File: config.mk
export PLATFORM = sky130hd
export DESIGN_NAME = ird_ctrl
export DESIGN_NICKNAME = d
export VERILOG_FILES = /design/src/ird_pkg.sv /design/src/ird_ctrl.sv
export VERILOG_INCLUDE_DIRS = /design/src /design/src/src
export SDC_FILE = /design/constraint.sdc
export NUM_CORES = 1
export LEC_CHECK = 0
export ABC_AREA = 1
export BUFFER_PORTS_ARGS = -buffer_cell sky130_fd_sc_hd__buf_2
export CAP_MARGIN = 20
export CORE_UTILIZATION = 47
export CTS_CLUSTER_DIAMETER = 30
export CTS_CLUSTER_SIZE = 40
export DETAILED_ROUTE_END_ITERATION = 10
export PLACE_DENSITY = 0.92
export SYNTH_ARGS = -nofsm -noshare
export SYNTH_HDL_FRONTEND = slang
export SYNTH_SLANG_ARGS = --single-unit
File: constraint.sdc
create_clock -name clk -period 2.3 [get_ports clk]
set_input_delay 0.575 -clock clk [delete_from_list [all_inputs] [get_ports clk]]
set_output_delay 0.575 -clock clk [all_outputs]
set_load 0.02 [all_outputs]
File: src/inference_request_dispatcher_core_assert.svh
`ifndef INFERENCE_REQUEST_DISPATCHER_CORE_ASSERT_SVH
`define INFERENCE_REQUEST_DISPATCHER_CORE_ASSERT_SVH
// same-cycle implication, checked on clk, quiet during reset
`define IRD_ASSERT_NOW(label, ante, cons) \
	label: assert property (@(posedge clk) disable iff (!arst_n) (ante) |-> (cons)) \
		else $error("dispatcher assertion failed");
// next-cycle implication, checked on clk, quiet during reset
`define IRD_ASSERT_NEXT(label, ante, cons) \
	label: assert property (@(posedge clk) disable iff (!arst_n) (ante) |=> (cons)) \
		else $error("dispatcher assertion failed");
`endif

File: src/ird_pkg.sv
`timescale 1ns / 1ps
package ird_pkg;
	localparam int NUM_SLOTS_DEF = 256;
	localparam int NUM_GPUS_DEF  = 8;
	// divider widths: dividend covers depth*100 and the depth sum of 64 gpus
	localparam int DVW = 39;
	localparam int DSW = 8;

	localparam logic [1:0] OP_SUBMIT = 2'd0;
	localparam logic [1:0] OP_ASSIGN = 2'd1;
	localparam logic [1:0] OP_TELEM  = 2'd2;
	localparam logic [1:0] OP_REBAL  = 2'd3;

	localparam logic [1:0] STRAT_RR    = 2'd0;
	localparam logic [1:0] STRAT_LOAD  = 2'd1;
	localparam logic [1:0] STRAT_PERF  = 2'd2;
	localparam logic [1:0] STRAT_POWER = 2'd3;

	localparam logic [1:0] REG_STRATEGY  = 2'd0;
	localparam logic [1:0] REG_MAX_BATCH = 2'd1;
	localparam logic [1:0] REG_REBAL_PCT = 2'd2;

	localparam logic [2:0] STS_OK        = 3'd0;
	localparam logic [2:0] STS_INVALID   = 3'd1;
	localparam logic [2:0] STS_FULL      = 3'd2;
	localparam logic [2:0] STS_NOT_FOUND = 3'd3;
	localparam logic [2:0] STS_NO_GPU    = 3'd4;

	typedef struct packed {
		logic [1:0]  op;
		logic [31:0] model_num;
		logic [8:0]  batch_len;
		logic [8:0]  priority_req;
		logic [31:0] req_id;
		logic [2:0]  gpu_sel;
		logic        gpu_available;
		logic [6:0]  mem_util_pct;
		logic [31:0] power_mw;
		logic [31:0] throughput;
	} in_item_t;

	typedef struct packed {
		logic [2:0]  status;
		logic [31:0] new_id;
		logic [2:0]  chosen_gpu;
		logic        rebalance_needed;
	} out_item_t;

	typedef enum logic [1:0] {
		ARITH_LOAD,
		ARITH_AVG,
		ARITH_LIM,
		ARITH_CHK
	} arith_sel_t;

	typedef enum logic [3:0] {
		S_IDLE,
		S_DECODE,
		S_SCAN_RD,
		S_SCAN_CMP,
		S_PICK_START,
		S_PICK_GPU,
		S_PICK_DIVS,
		S_PICK_DIVW,
		S_COMMIT,
		S_BAL_SUM,
		S_BAL_AVGW,
		S_BAL_LMUL,
		S_BAL_CHK,
		S_FINISH
	} state_t;

	typedef struct packed {
		logic        load_item;
		logic        res_clr;
		logic        set_status;
		logic [2:0]  status_code;
		logic        do_submit;
		logic        tele_wr;
		logic        sidx_clr;
		logic        sidx_inc;
		logic        mem_rd;
		logic        gidx_clr;
		logic        gidx_inc;
		logic        rr_pick;
		logic        best_clr;
		logic        cand_upd;
		logic        depth_inc;
		logic        sum_clr;
		logic        sum_acc;
		logic        prod_ld;
		logic        div_start;
		arith_sel_t  arith_sel;
		logic        avg_ld;
		logic        chk;
		logic        out_ld;
	} dp_cmd_t;

	typedef struct packed {
		logic [1:0] op;
		logic [1:0] strat;
		logic       sub_bad;
		logic       table_full;
		logic       asg_bad;
		logic       sel_bad;
		logic       scan_end;
		logic       scan_hit;
		logic       gpu_end;
		logic       cnt_zero;
		logic       div_done;
	} dp_status_t;
endpackage

File: src/ird_ctrl.sv
`timescale 1ns / 1ps
`include "inference_request_dispatcher_core_assert.svh"
module ird_ctrl (
	input  logic                clk,
	input  logic                arst_n,
	input  logic                in_valid,
	output logic                in_stall,
	output logic                out_valid,
	input  logic                out_stall,
	input  ird_pkg::dp_status_t sts,
	output ird_pkg::dp_cmd_t    cmd
);
	import ird_pkg::*;

	state_t state_q, state_d;
	logic   out_valid_q;
	logic   accept;

	assign in_stall = state_q != S_IDLE;
	assign accept   = in_valid && !in_stall;

	always_ff @(posedge clk or negedge arst_n) begin
		if (!arst_n) begin
			state_q     <= S_IDLE;
			out_valid_q <= 1'b0;
		end else begin
			state_q     <= state_d;
			out_valid_q <= cmd.out_ld || (out_valid_q && out_stall);
		end
	end

	always_comb begin
		state_d = state_q;
		cmd     = '0;
		unique case (state_q)
			S_IDLE: begin
				if (accept) begin
					cmd.load_item = 1'b1;
					state_d       = S_DECODE;
				end
			end
			S_DECODE: begin
				cmd.res_clr = 1'b1;
				state_d     = S_FINISH;
				unique case (sts.op)
					OP_SUBMIT: begin
						if (sts.sub_bad) begin
							cmd.set_status  = 1'b1;
							cmd.status_code = STS_INVALID;
						end else if (sts.table_full) begin
							cmd.set_status  = 1'b1;
							cmd.status_code = STS_FULL;
						end else begin
							cmd.do_submit = 1'b1;
						end
					end
					OP_ASSIGN: begin
						if (sts.asg_bad) begin
							cmd.set_status  = 1'b1;
							cmd.status_code = STS_INVALID;
						end else begin
							cmd.sidx_clr = 1'b1;
							state_d      = S_SCAN_RD;
						end
					end
					OP_TELEM: begin
						if (sts.sel_bad) begin
							cmd.set_status  = 1'b1;
							cmd.status_code = STS_INVALID;
						end else begin
							cmd.tele_wr = 1'b1;
						end
					end
					default: begin
						cmd.gidx_clr = 1'b1;
						cmd.sum_clr  = 1'b1;
						state_d      = S_BAL_SUM;
					end
				endcase
			end
			S_SCAN_RD: begin
				if (sts.scan_end) begin
					cmd.set_status  = 1'b1;
					cmd.status_code = STS_NOT_FOUND;
					state_d         = S_FINISH;
				end else begin
					cmd.mem_rd   = 1'b1;
					cmd.sidx_inc = 1'b1;
					state_d      = S_SCAN_CMP;
				end
			end
			S_SCAN_CMP: begin
				state_d = sts.scan_hit ? S_PICK_START : S_SCAN_RD;
			end
			S_PICK_START: begin
				if (sts.strat == STRAT_RR) begin
					cmd.rr_pick = 1'b1;
					state_d     = S_COMMIT;
				end else begin
					cmd.gidx_clr = 1'b1;
					cmd.best_clr = 1'b1;
					state_d      = S_PICK_GPU;
				end
			end
			S_PICK_GPU: begin
				cmd.arith_sel = ARITH_LOAD;
				if (sts.gpu_end) begin
					state_d = S_COMMIT;
				end else if (sts.strat == STRAT_LOAD) begin
					cmd.prod_ld = 1'b1;
					state_d     = S_PICK_DIVS;
				end else begin
					cmd.cand_upd = 1'b1;
					cmd.gidx_inc = 1'b1;
				end
			end
			S_PICK_DIVS: begin
				cmd.arith_sel = ARITH_LOAD;
				cmd.div_start = 1'b1;
				state_d       = S_PICK_DIVW;
			end
			S_PICK_DIVW: begin
				if (sts.div_done) begin
					cmd.cand_upd = 1'b1;
					cmd.gidx_inc = 1'b1;
					state_d      = S_PICK_GPU;
				end
			end
			S_COMMIT: begin
				cmd.depth_inc = 1'b1;
				state_d       = S_FINISH;
			end
			S_BAL_SUM: begin
				cmd.arith_sel = ARITH_AVG;
				if (!sts.gpu_end) begin
					cmd.sum_acc  = 1'b1;
					cmd.gidx_inc = 1'b1;
				end else if (sts.cnt_zero) begin
					cmd.set_status  = 1'b1;
					cmd.status_code = STS_NO_GPU;
					state_d         = S_FINISH;
				end else begin
					cmd.div_start = 1'b1;
					state_d       = S_BAL_AVGW;
				end
			end
			S_BAL_AVGW: begin
				if (sts.div_done) begin
					cmd.avg_ld = 1'b1;
					state_d    = S_BAL_LMUL;
				end
			end
			S_BAL_LMUL: begin
				cmd.arith_sel = ARITH_LIM;
				cmd.prod_ld   = 1'b1;
				cmd.gidx_clr  = 1'b1;
				state_d       = S_BAL_CHK;
			end
			S_BAL_CHK: begin
				cmd.arith_sel = ARITH_CHK;
				if (sts.gpu_end) begin
					state_d = S_FINISH;
				end else begin
					cmd.chk      = 1'b1;
					cmd.gidx_inc = 1'b1;
				end
			end
			S_FINISH: begin
				if (!out_valid_q || !out_stall) begin
					cmd.out_ld = 1'b1;
					state_d    = S_IDLE;
				end
			end
			default: state_d = S_IDLE;
		endcase
	end

	assign out_valid = out_valid_q;

	`IRD_ASSERT_NEXT(a_accept_decodes, accept, state_q == S_DECODE)
	`IRD_ASSERT_NEXT(a_finish_delivers, cmd.out_ld, out_valid_q && state_q == S_IDLE)
	`IRD_ASSERT_NEXT(a_div_runs, cmd.div_start, !sts.div_done)
endmodule

==> reports/results.ini <==
[worst_setup_path]
start_kind=flip-flop
cp-end-kind=primary output
critPathKind=flip-flop to primary output
arrival_ns=1.59
cp_cell_sequence=nor2_2, nand3_1, o211ai_1, buf_2
critPathSlowestCell=dfrtp_1
crit_fanout=7
crit-reg2reg-launch=state_q[1]
cp_num_buf_inv=1
crit_required_ns=1.73
crit_family=simple AND/OR/NAND/NOR gates
crit_path_start=state_q[1]
slowest_delay_ns=0.48

[detailed_routing]
drc_errors=0
dr_total_vias=1158
ant_nets=0
routed_wl_mm=2.45
via_per_inst=5.19
drtIter0Drc=40
dr.pass1.iters=4
wl_per_cell_um=11.0

[yosys]
ys_seq_elements=5
postSynthCellCount=159
synthTopCellsByArea=nand2_1, dfrtp_1, nor2_1
synth_nets=176
synth-seq-area-share_pct=15.7
ys_warn_count=0
synth_top_area_cell=nand2_1
synth_cell_type_count=21
synth_top_area_share_pct=29.2
syn_avg_cell_area_um2=5.02
synth_area_um2=798

[clocking]
clock-sinks=5
cts_htree_levels=1
hold_buffers=0
cts-buffers-inserted=3
postCtsSetupBuffers=0
clock-root-buffer=clkbuf_4
clk_pin_slew_ns=0.05
max-clock-path-buffers=2
insertion_delay_ns=0.24
cts_tree=done
ctsResizeCount=0

[timing]
rsz0062_at_grt=no
hold_viol_final=0
finalCritPeriodShare_pct=94.3
slew_headroom_pct=78.5
final_max_slew_viol_count=0
final-setup-viol-count=0
fin_setup_tns_ns=0
fmax_ghz=0.461
skew_ns=0.00706
period_needed_ns=2.17
tightest_slew_ns=0.323

[placed_design]
hpwlAfterDp_mm=2.06
placed_cell_area_um2=1040
portBuffers=44
finalWeightedCongestion=0.961
dp.cells=219

[pwr]
clockPowerShare_pct=8.2
ir_worst_vdd_mv=0.687
internal_power_w=0.000505
p_leak_nw=0.786
power_switching_w=0.000752
power_frac_seq_pct=17.3
pwr-share-comb_pct=74.5
p_per_area_nw_per_um2=1180
switching_share_pct=59.8

[flow_run]
drv_cap=0

[global_route]
grt_overflow=0
grt.total_usage_pct=27.2
antenna_found_initial=0
grt_pass1_vias=1001
grt_max_degree=9
grt_pass1_wl_mm=3.95

[status]
status=finished clean

[final_layout]
syn2layout_area_growth_pct=33.7
fin_nets=225
diodes=0
fin_cells=223
fin_area_um2=1070
n_fill_cell=161
drive_gt1_share_pct=33.8

[floorplanning]
rows=14
die-area_um2=1870
die_y_um=43.2
initial_core_util_pct=51.8
ios=45
die_w_um=43.2
coreArea_um2=1540

[min_path]
hp-class=primary input to asynchronous set/reset pin

-- through the flow --
step | hold WS (ns) | power [W] | util, % | worst slack (ns)
floorplan | 0.279 | 0.000866 | - | 0.257
global placement | 0.392 | 0.00112 | 67.4 | 0.384
detailed placement | 0.394 | 0.00114 | 67.4 | 0.356
CTS | 0.129 | 0.00125 | 69.1 | 0.0980
global route | 0.138 | 0.00137 | 69.2 | 0.0121
finish | 0.134 | 0.00126 | 69.2 | 0.132
-- Yosys cell counts --
library cell and count:
nor3_1 1, inv_1 20, nand2_2 5, nor4_1 2, dfrtp_1 5, a21oi_1 2
o21ai_1 1, nand4_1 2, inv_2 7, nor2_2 7, nand3_1 14, clkinv_1 1
o31ai_1 1, o211ai_1 1, o21ai_0 2, nand2_1 62, nor2_4 1, a21boi_1 1
nand3b_1 2, buf_4 1, nor2_1 21
-- layer usage --
layer  global-route usage (%)  vias up  part of all wire [%]
li1                         -      585                     -
met4                     3.64        0                     0
met3                     5.53        0                   8.6
met5                        0        -                     0
met2                     46.0       56                    48
met1                     36.3      517                    43
-- power by group through the flow --
stage | sequential (W) | combinational [W] | clock (W)
6_report | 0.000218 | 0.000937 | 0.000103
5_1_grt | 0.000225 | 0.00103 | 0.000112
4_1_cts | 0.000211 | 0.000928 | 0.000108
3_5_place_dp | 0.000212 | 0.000923 | 0
3_3_place_gp | 0.000205 | 0.000910 | 0
2_1_floorplan | 0.000209 | 0.000657 | 0
-- final cells by class --
class	count	area, um2	share of cell area, %
sequential	5	128	12.0
timing repair buffer	45	228	21.3
tap	16	20.0	1.88
clock buffer	4	26.3	2.46
inverter	28	105	9.85
multi-input combinational	125	561	52.5
-- logic make-up after synthesis --
group           Yosys count  share of synthesized area [%]
simple gates            117                           64.3
flops                     5                           15.7
compound gates            8                           5.96
buf+inv                  29                           14.1
-- path summary, 6_finish.rpt --
path	slack, ns	end	cells after the start
max in group asynchronous	2.01	state_q[2]	1
max	0.13	cmd[14]	4
min in group clk	0.49	out_valid	2
min reg2reg	0.49	out_valid	2
max reg2reg	0.83	state_q[2]	7
min	0.13	state_q[1]	1
-- placed cells by master, fill, tap and decap left out --
| cell | count |
|---|---|
| o21ai_0 | 2 |
| o211ai_1 | 1 |
| clkinv_1 | 1 |
| inv_1 | 20 |
| buf_2 | 44 |
| a21boi_1 | 1 |
| dfrtp_1 | 3 |
| nand2_1 | 62 |
| inv_2 | 7 |
| nand3_1 | 14 |
| nand4_1 | 2 |
| nand3b_1 | 2 |
| nor2_4 | 1 |
| nand2_2 | 5 |
| nor4_1 | 2 |
| clkbuf_4 | 3 |
| o21ai_1 | 1 |
| nor2_2 | 7 |
| buf_4 | 1 |
| nor2_1 | 21 |
| dfrtp_2 | 2 |
| a21oi_1 | 2 |
| nor3_1 | 1 |
| clkbuf_1 | 1 |
| o31ai_1 | 1 |
-- flip-flops by register name, summed over array words and instances, names as in the netlist --
register / flops
out_valid: 1
state_q: 4
Power figures use the tool's default switching activity.
